$ cat config.mk
export PLATFORM = sky130hd
export DESIGN_NAME = command_ring_space_allocator
export DESIGN_NICKNAME = d
export VERILOG_FILES = /design/src/crsa_pkg.sv /design/src/command_ring_space_allocator.sv /design/src/crsa_fifo.sv /design/src/crsa_front.sv /design/src/crsa_back.sv
export SDC_FILE = /design/constraint.sdc
export NUM_CORES = 1
export LEC_CHECK = 0
export ABC_AREA = 1
export BUFFER_PORTS_ARGS = -buffer_cell sky130_fd_sc_hd__buf_2
export CORE_ASPECT_RATIO = 1.4
export CORE_MARGIN = 4
export CORE_UTILIZATION = 55
export DETAILED_ROUTE_END_ITERATION = 7
export PLACE_DENSITY = 0.8
export SETUP_SLACK_MARGIN = 0.3
export SYNTH_ARGS = -nofsm -noshare
export SYNTH_HDL_FRONTEND = slang
export SYNTH_SLANG_ARGS = --single-unit
$ cat constraint.sdc
create_clock -name clk -period 4.7 [get_ports clk]
set_input_delay 0.235 -clock clk [delete_from_list [all_inputs] [get_ports clk]]
set_output_delay 0.235 -clock clk [all_outputs]
set_load 0.02 [all_outputs]
$ cat src/crsa_pkg.sv
// Shared types and constants for the command ring space allocator.
package crsa_pkg;

    // Field widths of the request and result ports
    localparam int LEN_W    = 24;
    localparam int OFFSET_W = 21;
    localparam int RLEN_W   = 17;
    localparam int CNT_W    = 32;

    // Internal widths, sized for the largest ring and data area supported
    localparam int RND_W  = 25;  // rounded length before range check
    localparam int HEAD_W = 21;  // ring head, holds up to the full ring size
    localparam int PTR_W  = 26;  // data pointer and aligned end sums

    // Request kinds
    typedef enum logic [1:0] {
        REQ_PACKET = 2'd0,
        REQ_DATA   = 2'd1,
        REQ_FLUSH  = 2'd2,
        REQ_FENCE  = 2'd3
    } req_kind_t;

    // Classified request handed from the front to the back
    typedef struct packed {
        req_kind_t             kind;
        logic                  pkt_ok;   // rounded length within header..ring
        logic [HEAD_W-1:0]     rlen;     // rounded packet length
        logic                  dlen_ok;  // data length within data area size
        logic [LEN_W-1:0]      dlen;     // data length
    } cmd_t;

    // Result of one request
    typedef struct packed {
        logic                  granted;
        logic [OFFSET_W-1:0]   offset;
        logic [RLEN_W-1:0]     rounded_length;
        logic [CNT_W-1:0]      fence_value;
        logic                  doorbell;
        logic [RLEN_W-1:0]     batch_length;
        logic [CNT_W-1:0]      packets_total;
        logic [CNT_W-1:0]      batches_total;
    } rsp_t;

endpackage

$ cat src/command_ring_space_allocator.sv
// A request waits in the command queue, the back end settles it, and its result waits in
// the result queue, showing on the result ports until popped. Throughput: one request per
// cycle unless a queue is full; the back end settles each request combinationally against
// the ring head and data pointer, and two-entry queues on both sides absorb stalls.
// Reset (rst_n, asynchronous, active low): ring head 0, data pointer at the data base,
// fence, packet and batch counts 0, both queues empty.
module command_ring_space_allocator
    import crsa_pkg::*;
    #(
        parameter int RING_BYTES   = 65536,
        parameter int DATA_BASE    = 65536,
        parameter int DATA_BYTES   = 1048576,
        parameter int HEADER_BYTES = 8
    )
    (
        input  logic                clk,
        input  logic                rst_n,
        input  logic                push,
        output logic                full,
        input  logic [1:0]          req_type,
        input  logic [LEN_W-1:0]    length_bytes,
        output logic                empty,
        input  logic                pop,
        output logic                granted,
        output logic [OFFSET_W-1:0] offset,
        output logic [RLEN_W-1:0]   rounded_length,
        output logic [CNT_W-1:0]    fence_value,
        output logic                doorbell,
        output logic [RLEN_W-1:0]   batch_length,
        output logic [CNT_W-1:0]    packets_total,
        output logic [CNT_W-1:0]    batches_total
    );

    cmd_t cmd;
    logic cmd_empty;
    logic cmd_pop;
    rsp_t rsp;
    logic rsp_push;
    logic rsp_full;
    rsp_t rsp_out;

    // Request intake and classification
    crsa_front
    #(
        .RING_BYTES   (RING_BYTES),
        .DATA_BYTES   (DATA_BYTES),
        .HEADER_BYTES (HEADER_BYTES)
    )
    u_front
    (
        .clk          (clk),
        .rst_n        (rst_n),
        .push         (push),
        .full         (full),
        .req_type     (req_type),
        .length_bytes (length_bytes),
        .cmd_pop      (cmd_pop),
        .cmd_empty    (cmd_empty),
        .cmd          (cmd)
    );

    // Allocation against ring and data pointers
    crsa_back
    #(
        .RING_BYTES (RING_BYTES),
        .DATA_BASE  (DATA_BASE),
        .DATA_BYTES (DATA_BYTES)
    )
    u_back
    (
        .clk       (clk),
        .rst_n     (rst_n),
        .cmd_empty (cmd_empty),
        .cmd       (cmd),
        .cmd_pop   (cmd_pop),
        .rsp_full  (rsp_full),
        .rsp_push  (rsp_push),
        .rsp       (rsp)
    );

    // Result queue
    crsa_fifo #(.T(rsp_t)) u_rsp_q
    (
        .clk   (clk),
        .rst_n (rst_n),
        .push  (rsp_push),
        .full  (rsp_full),
        .wdata (rsp),
        .pop   (pop),
        .empty (empty),
        .rdata (rsp_out)
    );

    assign granted        = rsp_out.granted;
    assign offset         = rsp_out.offset;
    assign rounded_length = rsp_out.rounded_length;
    assign fence_value    = rsp_out.fence_value;
    assign doorbell       = rsp_out.doorbell;
    assign batch_length   = rsp_out.batch_length;
    assign packets_total  = rsp_out.packets_total;
    assign batches_total  = rsp_out.batches_total;

endmodule

$ cat src/crsa_fifo.sv
// Two-entry queue used between the front and back and on the result side.
module crsa_fifo
    #(
        parameter type T = logic
    )
    (
        input  logic clk,
        input  logic rst_n,
        input  logic push,
        output logic full,
        input  T     wdata,
        input  logic pop,
        output logic empty,
        output T     rdata
    );

    T           mem_reg [2];
    logic       wr_ptr_reg;
    logic       wr_ptr_next;
    logic       rd_ptr_reg;
    logic       rd_ptr_next;
    logic [1:0] count_reg;
    logic [1:0] count_next;
    logic       do_push;
    logic       do_pop;

    assign full    = (count_reg == 2'd2);
    assign empty   = (count_reg == 2'd0);
    assign do_push = push && !full;
    assign do_pop  = pop && !empty;
    assign rdata   = mem_reg[rd_ptr_reg];

    // Pointer and occupancy update
    always_comb
    begin
        wr_ptr_next = wr_ptr_reg ^ do_push;
        rd_ptr_next = rd_ptr_reg ^ do_pop;
        count_next  = count_reg;
        if (do_push && !do_pop)
        begin
            count_next = count_reg + 2'd1;
        end
        else if (do_pop && !do_push)
        begin
            count_next = count_reg - 2'd1;
        end
    end

    always_ff @(posedge clk or negedge rst_n)
    begin
        if (!rst_n)
        begin
            wr_ptr_reg <= 1'b0;
            rd_ptr_reg <= 1'b0;
            count_reg  <= 2'd0;
        end
        else
        begin
            wr_ptr_reg <= wr_ptr_next;
            rd_ptr_reg <= rd_ptr_next;
            count_reg  <= count_next;
        end
    end

    // Storage, no reset needed
    always_ff @(posedge clk)
    begin
        if (do_push)
        begin
            mem_reg[wr_ptr_reg] <= wdata;
        end
    end

endmodule

$ cat src/crsa_front.sv
// Front end: accepts requests, rounds and range-checks lengths, queues them.
module crsa_front
    import crsa_pkg::*;
    #(
        parameter int RING_BYTES   = 65536,
        parameter int DATA_BYTES   = 1048576,
        parameter int HEADER_BYTES = 8
    )
    (
        input  logic             clk,
        input  logic             rst_n,
        input  logic             push,
        output logic             full,
        input  logic [1:0]       req_type,
        input  logic [LEN_W-1:0] length_bytes,
        input  logic             cmd_pop,
        output logic             cmd_empty,
        output cmd_t             cmd
    );

    localparam logic [RND_W-1:0] HDR_C  = RND_W'(HEADER_BYTES);
    localparam logic [RND_W-1:0] RING_C = RND_W'(RING_BYTES);
    localparam logic [RND_W-1:0] DATA_C = RND_W'(DATA_BYTES);
    localparam logic [RND_W-1:0] ALIGN8 = RND_W'(7);

    logic [RND_W-1:0] len_ext;
    logic [RND_W-1:0] rounded;
    cmd_t             cmd_in;

    // Round up to 8 bytes and check sizes that do not depend on state
    always_comb
    begin
        len_ext        = {1'b0, length_bytes};
        rounded        = (len_ext + ALIGN8) & ~ALIGN8;
        cmd_in.kind    = req_kind_t'(req_type);
        cmd_in.pkt_ok  = (rounded >= HDR_C) && (rounded <= RING_C);
        cmd_in.rlen    = rounded[HEAD_W-1:0];
        cmd_in.dlen_ok = (len_ext <= DATA_C);
        cmd_in.dlen    = length_bytes;
    end

    // Queue toward the back end
    crsa_fifo #(.T(cmd_t)) u_cmd_q
    (
        .clk   (clk),
        .rst_n (rst_n),
        .push  (push),
        .full  (full),
        .wdata (cmd_in),
        .pop   (cmd_pop),
        .empty (cmd_empty),
        .rdata (cmd)
    );

endmodule

$ cat src/crsa_back.sv
// Back end: holds ring and data pointers and counters, grants or refuses requests.
module crsa_back
    import crsa_pkg::*;
    #(
        parameter int RING_BYTES = 65536,
        parameter int DATA_BASE  = 65536,
        parameter int DATA_BYTES = 1048576
    )
    (
        input  logic clk,
        input  logic rst_n,
        input  logic cmd_empty,
        input  cmd_t cmd,
        output logic cmd_pop,
        input  logic rsp_full,
        output logic rsp_push,
        output rsp_t rsp
    );

    localparam logic [HEAD_W:0]  RING_C  = (HEAD_W+1)'(RING_BYTES);
    localparam logic [PTR_W-1:0] BASE_C  = PTR_W'(DATA_BASE);
    localparam logic [PTR_W-1:0] END_C   = PTR_W'(DATA_BASE + DATA_BYTES);
    localparam logic [PTR_W-1:0] ALIGN_M = PTR_W'(255);

    logic [HEAD_W-1:0] head_reg;
    logic [HEAD_W-1:0] head_next;
    logic [PTR_W-1:0]  dptr_reg;
    logic [PTR_W-1:0]  dptr_next;
    logic [CNT_W-1:0]  fence_reg;
    logic [CNT_W-1:0]  fence_next;
    logic [CNT_W-1:0]  pkts_reg;
    logic [CNT_W-1:0]  pkts_next;
    logic [CNT_W-1:0]  batches_reg;
    logic [CNT_W-1:0]  batches_next;

    logic              fire;
    logic [HEAD_W:0]   head_sum;
    logic              pkt_grant;
    logic [PTR_W-1:0]  data_off;
    logic [PTR_W-1:0]  data_sum;
    logic              data_grant;

    assign fire     = !cmd_empty && !rsp_full;
    assign cmd_pop  = fire;
    assign rsp_push = fire;

    // Fit checks against current pointers
    always_comb
    begin
        head_sum   = {1'b0, head_reg} + {1'b0, cmd.rlen};
        pkt_grant  = cmd.pkt_ok && (head_sum <= RING_C);
        data_off   = (dptr_reg + ALIGN_M) & ~ALIGN_M;
        data_sum   = data_off + PTR_W'(cmd.dlen);
        data_grant = cmd.dlen_ok && (data_sum <= END_C);
    end

    // Request execution and next state
    always_comb
    begin
        head_next    = head_reg;
        dptr_next    = dptr_reg;
        fence_next   = fence_reg;
        pkts_next    = pkts_reg;
        batches_next = batches_reg;
        rsp          = '0;

        unique case (cmd.kind) inside
            REQ_PACKET, REQ_FENCE:
            begin
                if (pkt_grant)
                begin
                    head_next          = head_sum[HEAD_W-1:0];
                    pkts_next          = pkts_reg + CNT_W'(1);
                    rsp.granted        = 1'b1;
                    rsp.offset         = OFFSET_W'(head_reg);
                    rsp.rounded_length = RLEN_W'(cmd.rlen);
                    if (cmd.kind == REQ_FENCE)
                    begin
                        fence_next      = fence_reg + CNT_W'(1);
                        rsp.fence_value = fence_next;
                    end
                end
            end
            REQ_DATA:
            begin
                if (data_grant)
                begin
                    dptr_next   = data_sum;
                    rsp.granted = 1'b1;
                    rsp.offset  = OFFSET_W'(data_off);
                end
            end
            REQ_FLUSH:
            begin
                if (head_reg != '0)
                begin
                    rsp.doorbell     = 1'b1;
                    rsp.batch_length = RLEN_W'(head_reg);
                    batches_next     = batches_reg + CNT_W'(1);
                    head_next        = '0;
                    dptr_next        = BASE_C;
                end
            end
            default:
            begin
            end
        endcase

        rsp.packets_total = pkts_next;
        rsp.batches_total = batches_next;
    end

    always_ff @(posedge clk or negedge rst_n)
    begin
        if (!rst_n)
        begin
            head_reg    <= '0;
            dptr_reg    <= BASE_C;
            fence_reg   <= '0;
            pkts_reg    <= '0;
            batches_reg <= '0;
        end
        else if (fire)
        begin
            head_reg    <= head_next;
            dptr_reg    <= dptr_next;
            fence_reg   <= fence_next;
            pkts_reg    <= pkts_next;
            batches_reg <= batches_next;
        end
    end

endmodule
; Yosys cells after proc, flatten, opt, wreduce, memory -nomap -nowiden
; Memory sizes are Yosys's and may differ from the RTL's.
; Cells that the tools add are included.
[word_totals]
word_cells = 98
romBits = 0
mem_count = 2
ram_bits = 398
register_bits = 151
input_bits = 30
latchBits = 0
[mem_list]
columns = name, words, word_bits, rd, rd_ports_with_merged_regs, write_ports, line_no
row1 = u_rsp_q.mem_reg, 2, 153, 1, 0, 1, crsa_fifo.sv:17  ; T mem_reg [2];
row2 = u_front.u_cmd_q.mem_reg, 2, 46, 1, 0, 1, crsa_fifo.sv:17
[classes]
magnitude_cmp = 5
eq_ne = 8
shift = 0
mux = 25
mul = 0
div = 0
reduce_logical = 32
addsub = 11
bitwise_logic = 4
[ops]
columns = op, n
row1 = two-way mux 32 bit, 5
row2 = "adder 32 x 1 -> 32 bit, second input constant", 3
row3 = two-way mux 71 bit, 1
row4 = two-way mux 26 bit, 2
row5 = one-hot mux 26 bit (2 select lines), 1
row6 = two-way mux 49 bit, 1
row7 = one-hot mux 22 bit (2 select lines), 1
row8 = two-way mux 21 bit, 2
row9 = one-hot mux 21 bit (2 select lines), 1
row10 = two-way mux 18 bit, 2
row11 = adder 26 x 24 -> 26 bit, 1
row12 = "adder 26 x 8 -> 26 bit, second input constant", 1
row13 = "less-or-equal comparator 26 x 21 -> 1 bit, second input constant", 1
row14 = "adder 24 x 3 -> 25 bit, second input constant", 1
row15 = ">= comparator 25 x 4 -> 1 bit, second input constant", 1
row16 = "less-or-equal comparator 25 x 17 -> 1 bit, second input constant", 1
row17 = "less-or-equal comparator 24 x 21 -> 1 bit, second input constant", 1
row18 = adder 21 x 21 -> 22 bit, 1
row19 = "less-or-equal comparator 22 x 17 -> 1 bit, second input constant", 1
row20 = two-way mux 22 bit, 1
row21 = nonzero test 21 bit, 1
row22 = logical AND 1 bit, 12
row23 = AND reduction 4 bit, 3
row24 = "== test 2 bit, second input constant", 4
row25 = 12 further kinds, 36

; Longest topological paths before layout
; Gate-level depths: netlist of run 1.
[logic_depth]
ltp_word = 8
depth_mapped = 31
mapped_depth_nobuf = 29

; Cells and area by module
; A second synthesis of run 1 with hierarchy kept.
[unflattened]
cells_unflattened = 3191
hier_area_um2 = 28041.9
[by_module_without_submodules]
columns = mod, instances, area_per_inst_um2, cells_per_inst
row1 = crsa_back, 1, 11992.8, 1877
row2 = crsa_fifo at u_rsp_q, 1, 11317.1, 827
row3 = crsa_fifo at u_front.u_cmd_q, 1, 3856.2, 285
row4 = crsa_front, 1, 875.8, 202

; Least setup slack after synthesis of run 1
; No wires, ideal clock.
[synth_timing]
path_kind = register -> register
start = register u_rsp_q.count_reg[1]
end = memory u_rsp_q.mem_reg[0][0] in the netlist's numbering, enable pin
setup_time_ns = 0.524
arrival_time_ns = 4.636
t_required_ns = 4.176
n_path_buf = 2
slack_ns = -0.460
synth_period_minus_slack_ns = 5.160
path_stages_with_launch = 7
path_cell_list = dfrtp_1 > inv_1 > o22ai_1 > inv_1 > clkbuf_1 > buf_2 > ha_1
[synth_between]
elab_chain_cells = 6
[synth_lines]
columns = item, line_no
row1 = start: declaration, crsa_fifo.sv:22  ; logic [1:0] count_reg;
row2 = start signal: assignment, crsa_fifo.sv:61  ; count_reg <= count_next;
row3 = == test 2 bit, crsa_fifo.sv:27  ; assign full = (count_reg == 2'd2);
row4 = zero test 1 bit, crsa_back.sv:43  ; assign fire = !cmd_empty && !rsp_full;
row5 = logical AND 1 bit, crsa_back.sv:43
row6 = net cmd_pop, command_ring_space_allocator.sv:36  ; logic cmd_pop;
row7 = logical AND 1 bit, crsa_fifo.sv:29  ; assign do_push = push && !full;
row8 = two-way mux 1 bit, crsa_fifo.sv:68  ; if (do_push)
row9 = two-way mux 1 bit (not written as such), crsa_fifo.sv:70  ; mem_reg[wr_ptr_reg] <= wdata;
row10 = end: declaration, crsa_fifo.sv:17
; The timed path passes the listed nets, and every way through them passes these cells.

; Final worst setup path of run 1
[layout_timing]
start = register u_front.u_cmd_q.rd_ptr_reg
end = register u_back.fence_reg[10]
[layout_between]
elab_chain_cells = 5
elab_cells_between_ends = 8
[layout_lines]
columns = item, line_no
row1 = start: declaration, crsa_fifo.sv:20  ; logic rd_ptr_reg;
row2 = start signal: assignment, crsa_fifo.sv:60  ; rd_ptr_reg <= rd_ptr_next;
row3 = memory (2 x 46 bit) (*), n/a
row4 = adder 21 x 21 -> 22 bit, crsa_back.sv:50  ; head_sum = {1'b0, head_reg} + {1'b0, cmd.rlen};
row5 = less-or-equal comparator 22 x 17 -> 1 bit, crsa_back.sv:51  ; pkt_grant = cmd.pkt_ok && (head_sum <= RING_C);
row6 = logical AND 1 bit, crsa_back.sv:51
row7 = AND reduction 4 bit (no source line) (*), n/a
row8 = end signal: assignment, crsa_back.sv:127  ; fence_reg <= fence_next;
row9 = end: declaration, crsa_back.sv:29  ; logic [CNT_W-1:0] fence_reg;
; Every way passes the cells marked *; elsewhere a longest branch is shown, timed or not.
; A chain may end at the register's enable or synchronous reset.

==> results of run 1 <==
[Yosys cell counts (all sizes together) (2+ instances only)]
cell type,instances
a21o,3
a21oi,30
and2,9
buf,56
clkbuf,67
clkinv,2
dfrtp,147
edfxtp,384
fa,2
ha,49
inv,309
nand2,1260
nand3,116
nand3b,11
nand4,47
nor2,294
nor3,56
nor3b,4
nor4,29
o21ai,157
o21bai,3
or2,28
xnor2,23
xor2,96
[worst max-delay path, stage by stage (launching register included)]
cell and delay, ps:
dfrtp_1 400, buf_4 210, o21ai_0 610, inv_1 100, ha_1 320, nand2_1 80, a21oi_1 320, nand3_1 150
nand3_1 90, nand2_1 50, nand2_1 160, nor2_1 60, nand3_1 70, nor2_1 40, nand2_1 230, nand2_4 160
nand4_4 90, buf_4 490, o21ai_0 180
[metal layers]
| layer | GRT usage (%) | vias to the layer above | part of all wire (%) | wire length [µm] |
|---|---|---|---|---|
| li1 | - | 10600 | - | - |
| met2 | 42.21 | 600 | 51 | 32870 |
| met5 | 0 | - | 0 | 0 |
| met3 | 3.155 | 175 | 5.1 | 3340 |
| met1 | 28.81 | 9998 | 40 | 25740 |
| met4 | 9.438 | 0 | 4.5 | 2917 |
[placed cells by master (no fill, tap or decap), types with 6 or more instances in the layout]
master and instances:
xor2_1 96, nor2_2 7, dlygate4sd3_1 28, xnor2_1 23
o21ai_0 122, nand4_1 44, buf_12 6, nand2_1 1238
o21ai_1 30, nor3_1 53, nor2_1 285, a21oi_1 29
conb_1 7, inv_1 306, dfrtp_1 146, nand2_2 20
edfxtp_1 384, and2_1 9, nand3b_1 11, buf_2 180
nand3_1 115, or2_2 28, ha_1 44, buf_4 23
nor4_1 28, clkbuf_16 48, bufinv_16 8, clkbuf_1 9
clkinv_2 9
[area by class of cell]
| type | instances | area, µm² |
|---|---|---|
| flip-flops and latches | 532 | 15240 |
| clock buffers | 60 | 1276 |
| well taps | 637 | 797.0 |
| clock inverters | 30 | 401.6 |
| inverters | 311 | 1170 |
| multi-input cells | 2235 | 10540 |
| repair buffers | 238 | 1485 |
| fillers | 3997 | 18340 |
[metrics by stage]
stage	util, %	power, mW
after floorplan	-	14.21
after detailed placement	58.60	17.04
final	62.77	21.16
after global placement	58.60	16.87
after CTS	62.57	21.19
after global routing	62.77	22.56
[path summary, 6_finish.rpt]
| kind | endpoint | cells past startpoint | slack (ps) | startpoint |
|---|---|---|---|---|
| worst max-delay path | u_back.fence_reg[10]$_DFFE_PN0P_ | 18 | 690 | u_front.u_cmd_q.rd_ptr_reg$_DFF_PN0_ |
| worst min-delay path | u_back.pkts_reg[15]$_DFFE_PN0P_ | 2 | 220 | rst_n |
| worst max register to register | u_back.fence_reg[10]$_DFFE_PN0P_ | 18 | 690 | u_front.u_cmd_q.rd_ptr_reg$_DFF_PN0_ |
| worst min register to register | u_back.dptr_reg[14]$_DFFE_PN0P_ | 2 | 470 | u_back.dptr_reg[14]$_DFFE_PN0P_ |
| max in group asynchronous | u_rsp_q.rd_ptr_reg$_DFF_PN0_ | 3 | 3540 | rst_n |
| min in group clk | u_front.u_cmd_q.wr_ptr_reg$_DFF_PN0_ | 5 | 320 | push |
[cell families after synthesis]
kind of cell,count (synthesis)
and+or+nand+nor,1858
xor gates and xnor gates,119
DFF,532
adders and majority gates,51
AOI/OAI and AO/OA,199
buffers and inverters,434
other,1
[what timing repair did]
item	in CTS	in global routing
buffers inserted	0	7
endpoints found under the hold margin	118	0
hold buffers	28	0
resized for setup	0	7
setup endpoints to repair	0	60
[power breakdown]
group          leakage, nW  total, mW  internal, mW  switching (mW)
logic                 7.52       9.42          2.63            6.79
clock network        0.817       4.14          2.39            1.74
registers             5.70       7.60          6.96           0.640
total                 14.0       21.2          12.0            9.17
==> impl_results.md, run 1 <==
- Status: complete, no violations
- Critical path class: flip-flop to flip-flop
- Critical path fanouts, max: 63
- Remaining DRCs: 0
- Final setup margin: 689.0 ps
- 1st-iter DRT viols: 1,564
- Clk root buf: clkbuf_16
- Vias: 21,370
- GPL Wtd Cong: 0.9764
- Top cells by area, synth: edfxtp_1, nand2_1, dfrtp_1
- Slew @ Worst Pin: 1172 ps
- Period minus WS final: 4011 ps
- Peak Freq: 0.2493 GHz
- Antenna violations before repair: 0
- Area Overhead vs Synth: 12.65%
- Number of global-route vias before repair: 20,010
- Final WL: 64,870 µm
- Simple-gate portion of the synthesized area: 28.04%
- Fin area: 30,910 µm²
- Number of flip-flops in the largest register: 292
- Fin. Hold Viols: 0
- Worst-Skew Late Latency: 610 ps
- Drt pass-1 iters: 6
- Synth Instances: 3,194
- Synth Area in XOR/XNOR: 3.798%
- Share of cells above drive strength 1: 10.98%
- Worst VDD drop: 0.6868 mV
- Sequential element share of the synthesized area: 55.52%
- Mux cell area share after synthesis: 0%
- Maxcap violations: 0
- Fin Clk Skew: 28.17 ps
- Yosys reg bits: 532
- Final HPWL DP: 44,570 µm
- Die Span X: 196.8 µm
- Number of synthesized flops with an enable pin: 384
- DP Worst Slack: 489.4 ps
- Die area: 53,580 µm²
- Final setup TNS: 0 ps
- Synth Area per Inst: 8.591 µm²
- CTS tree: done
- Synth unique cells: 52
- Largest net degree at the start of global routing: 92
- Drt via density: 5.286
- Starting Density: 55.72%
- First-pass GRT wire length: 102,500 µm
- Yosys top cell area share: 42.02%
- Core box area: 49,250 µm²
- PwrDens: 684.4 nW/µm²
- Leak: 14.04 nW
- Clock sinks: 532
- Startpoint Class: flip-flop
- CTS Buffer Depth: 3
- Final period utilization: 85.34%
- Worst Path Arrival: 4470 ps
- Reg clk slew, reported paths: 60 ps
- Synth Area in Compound Gates: 3.817%
- Async set-reset flop share out of synthesis: 27.82%
- Largest family of logic cells by synthesized area: simple AND/OR/NAND/NOR gates
- # nets final: 3,447
- Cts bufs inserted: 48
- Gr ovfl total: 0
- RSZ-0062 raised after global routing: false
- Final Setup Violations: 0
- Max_slew headroom: 21.87%
- DP Cell Count: 3,917
- Pins Over Slew Limit: 0
- Area leader, netlist: edfxtp_1
- GRT Util Overall: 23.60%
- Wire per inst: 16.05 µm
- Crit path capture type: flip-flop
- Fin cells: 4,043
- Worst EP required: 5160 ps
- Die height: 272.3 µm
- WHS: 224.3 ps
- Synth Warn #: 0
- Adder-cell share of the synthesized area: 2.380%
- Cell Area, Synth: 27,440 µm²
- Routed Antenna Nets: 0
- H-Tree Depth: 2
- Worst hold-check path type: input port to asynchronous set/reset pin
- Port Buffers: 181
- Primary FF master, synth: edfxtp_1
- Cell area after placement: 28,860 µm²
- Antenna cell count: 0
- FP Rows: 96
- Ports: 185
(Power assumes the default switching activity.)
==> run 2, diff against run 1 <==
--- a/config.mk
+++ b/config.mk
@@ -5,13 +5,12 @@
 export SDC_FILE = /design/constraint.sdc
 export NUM_CORES = 1
 export LEC_CHECK = 0
-export ABC_AREA = 1
 export BUFFER_PORTS_ARGS = -buffer_cell sky130_fd_sc_hd__buf_2
 export CORE_ASPECT_RATIO = 1.4
 export CORE_MARGIN = 4
 export CORE_UTILIZATION = 55
 export DETAILED_ROUTE_END_ITERATION = 7
-export PLACE_DENSITY = 0.8
+export PLACE_DENSITY = 0.81
 export SETUP_SLACK_MARGIN = 0.3
 export SYNTH_ARGS = -nofsm -noshare
 export SYNTH_HDL_FRONTEND = slang
==> impl_results.md, run 2 <==
- Final setup TNS: 0 ps
- Remaining DRCs: 0
- Sequential element share of the synthesized area: 61.95%
- 1st-iter DRT viols: 1,101
- Wire per inst: 20.00 µm
- RSZ-0062 raised after global routing: false
- CTS Buffer Depth: 3
- Synth unique cells: 69
- Maxcap violations: 0
- Top cells by area, synth: edfxtp_1, dfrtp_1, mux2_2
- Synth Area per Inst: 13.49 µm²
- Synth Instances: 1,823
- Max_slew headroom: 26.30%
- Synth Area in Compound Gates: 4.757%
- Largest family of logic cells by synthesized area: simple AND/OR/NAND/NOR gates
- CTS tree: done
- PwrDens: 647.2 nW/µm²
- Antenna violations before repair: 0
- Most common cell after layout, fill and taps aside: edfxtp_1
- Peak Freq: 0.2347 GHz
- Area leader, netlist: edfxtp_1
- Ports: 185
- Leak: 11.46 nW
- Number of global-route vias before repair: 15,420
- Final setup margin: 439.8 ps
- Critical path fanouts, max: 7
- Vias: 15,340
- FP Rows: 91
- Starting Density: 55.67%
- Fin. Hold Viols: 0
- Worst EP required: 5110 ps
- Worst VDD drop: 0.4476 mV
- Share of cells above drive strength 1: 26.92%
- Die height: 258.2 µm
- Fin Clk Skew: 13.13 ps
- Final period utilization: 90.64%
- Adder-cell share of the synthesized area: 2.656%
- DP Cell Count: 2,532
- Crit path capture type: flip-flop
- Fin area: 28,710 µm²
- Cts bufs inserted: 49
- Port Buffers: 181
- Final WL: 53,360 µm
- Cell Area, Synth: 24,590 µm²
- Critical path class: flip-flop to flip-flop
- Async set-reset flop share out of synthesis: 27.82%
- DP Worst Slack: 191.4 ps
- Worst-Skew Late Latency: 570 ps
- Status: complete, no violations
- Fin cells: 2,668
- GPL Wtd Cong: 0.8507
- GRT Util Overall: 21.29%
- Most frequent cells in the layout: edfxtp_1, mux2_2, buf_2, xnor2_1, dfrtp_1
- Synth Area in XOR/XNOR: 8.761%
- Final Setup Violations: 0
- First-pass GRT wire length: 83,110 µm
- Worst hold-check path type: input port to flip-flop
- Gr ovfl total: 0
- Slew @ Worst Pin: 1106 ps
- Final HPWL DP: 35,610 µm
- Drt pass-1 iters: 6
- Yosys reg bits: 532
- Routed Antenna Nets: 0
- Reg clk slew, reported paths: 70 ps
- Largest net degree at the start of global routing: 100
- Cell area after placement: 26,290 µm²
- Number of flip-flops in the largest register: 292
- Mux cell area share after synthesis: 9.127%
- Primary FF master, synth: edfxtp_1
- Clk root buf: clkbuf_16
- H-Tree Depth: 2
- # fillers: 3,202
- Area Overhead vs Synth: 16.73%
- Core box area: 44,180 µm²
- Startpoint Class: flip-flop
- Most common cell in the netlist: edfxtp_1
- Yosys top cell area share: 46.89%
- Die Span X: 186.7 µm
- Drt via density: 5.749
- # nets final: 2,153
- Pins Over Slew Limit: 0
- Period minus WS final: 4260 ps
- Antenna cell count: 0
- Worst Path Arrival: 4670 ps
- Synth Warn #: 0
- Number of synthesized flops with an enable pin: 384
- Clock sinks: 532
- Simple-gate portion of the synthesized area: 10.91%
- Die area: 48,210 µm²
- Post-synth top cells: edfxtp_1, mux2_2, xnor2_1
## run 2: changes by cell type after synthesis, sizes merged, moves of 20 or more
cell / before / now
nor2: 294 / 123
nor3: 56 / 25
mux2: 0 / 186
xnor2: 23 / 167
o21ai: 157 / 17
and2: 9 / 49
nand2: 1260 / 121
nand3: 116 / 62
nand4: 47 / 27
inv: 309 / 31
buf: 56 / 18
and3: 1 / 53
## run 2: power breakdown
group | internal [mW] | switching [mW] | leakage [nW] | total, mW
Sequential | 6.80 | 0.568 | 5.75 | 7.37
Clock | 2.25 | 1.70 | 0.774 | 3.95
Combinational | 2.71 | 4.54 | 4.94 | 7.25
## run 2: cell type report
cell class                 instances  area, µm²  area share [%]
clock buffer                      69       1361           4.742
clock inverter                    20      220.2          0.7671
inverter                          32      120.1          0.4184
multi-input combinational       1194       9368           32.63
sequential                       532      15240           53.10
tap                              558      698.2           2.432
timing repair buffer             263       1697           5.910
## run 2: final timing paths
path / startpoint / cells after the start / to / slack [ps]
setup / recovery: u_back.dptr_reg[9]$_DFFE_PN0P_ / 18 / u_rsp_q.mem_reg[0][148]$_DFFE_PP_ / 440
hold / removal: push / 4 / u_front.u_cmd_q.wr_ptr_reg$_DFF_PN0_ / 260
setup reg to reg: u_back.dptr_reg[9]$_DFFE_PN0P_ / 18 / u_rsp_q.mem_reg[0][148]$_DFFE_PP_ / 440
hold reg to reg: u_back.batches_reg[31]$_DFFE_PN0P_ / 1 / u_back.batches_reg[31]$_DFFE_PN0P_ / 480
max in group asynchronous: rst_n / 3 / u_back.fence_reg[31]$_DFFE_PN0P_ / 3260
min in group asynchronous: rst_n / 2 / u_front.u_cmd_q.wr_ptr_reg$_DFF_PN0_ / 280
## run 2: critical path, stage by stage (launching register included)
cell and delay, ps:
dfrtp_2 440, nand3_1 120, a21oi_2 210, and3_4 280
nand4_1 190, or2_4 340, xnor2_4 230, ha_4 250
o21ai_2 140, o21ai_1 80, o211a_1 160, or2_2 310
mux2_2 240, o2111ai_2 130, nor4_4 380, buf_4 180
buf_4 150, a22oi_1 90, nor2_1 170
## run 2: metrics by stage
step	utilization [%]	power (mW)	hold slack, ps
floorplan	-	12.15	-60.59
global placement	59.52	14.22	308.6
detailed placement	59.52	14.40	323.5
CTS	63.97	18.47	252.4
global route	64.98	19.48	271.1
finish	64.98	18.58	255.5
## run 2: what timing repair did
item	4_1_cts	5_1_grt
endpoints found under the setup margin	132	246
setup buffers	5	11
pin swaps	2	22
cloned	1	2
hold buffers	28	0
hold endpoints to repair	120	0
resized for setup	8	72
## run 2: layer usage
layer  routed length [µm]  global-route usage [%]  share of wire [%]  vias up
met4                 2229                   8.529                4.2        0
met3                 2673                   2.893                5.0      135
met2                27920                   38.56                 52      479
met5                    0                       0                  0        -
li1                     -                       -                  -     7151
met1                20540                   25.80                 38     7572
## run 2: kinds of logic after synthesis
group	Yosys count
simple gates	532
fa+ha+maj	51
flops	532
compound gates	156
other cells	1
buf+inv	104
xor+xnor	246
mux	201
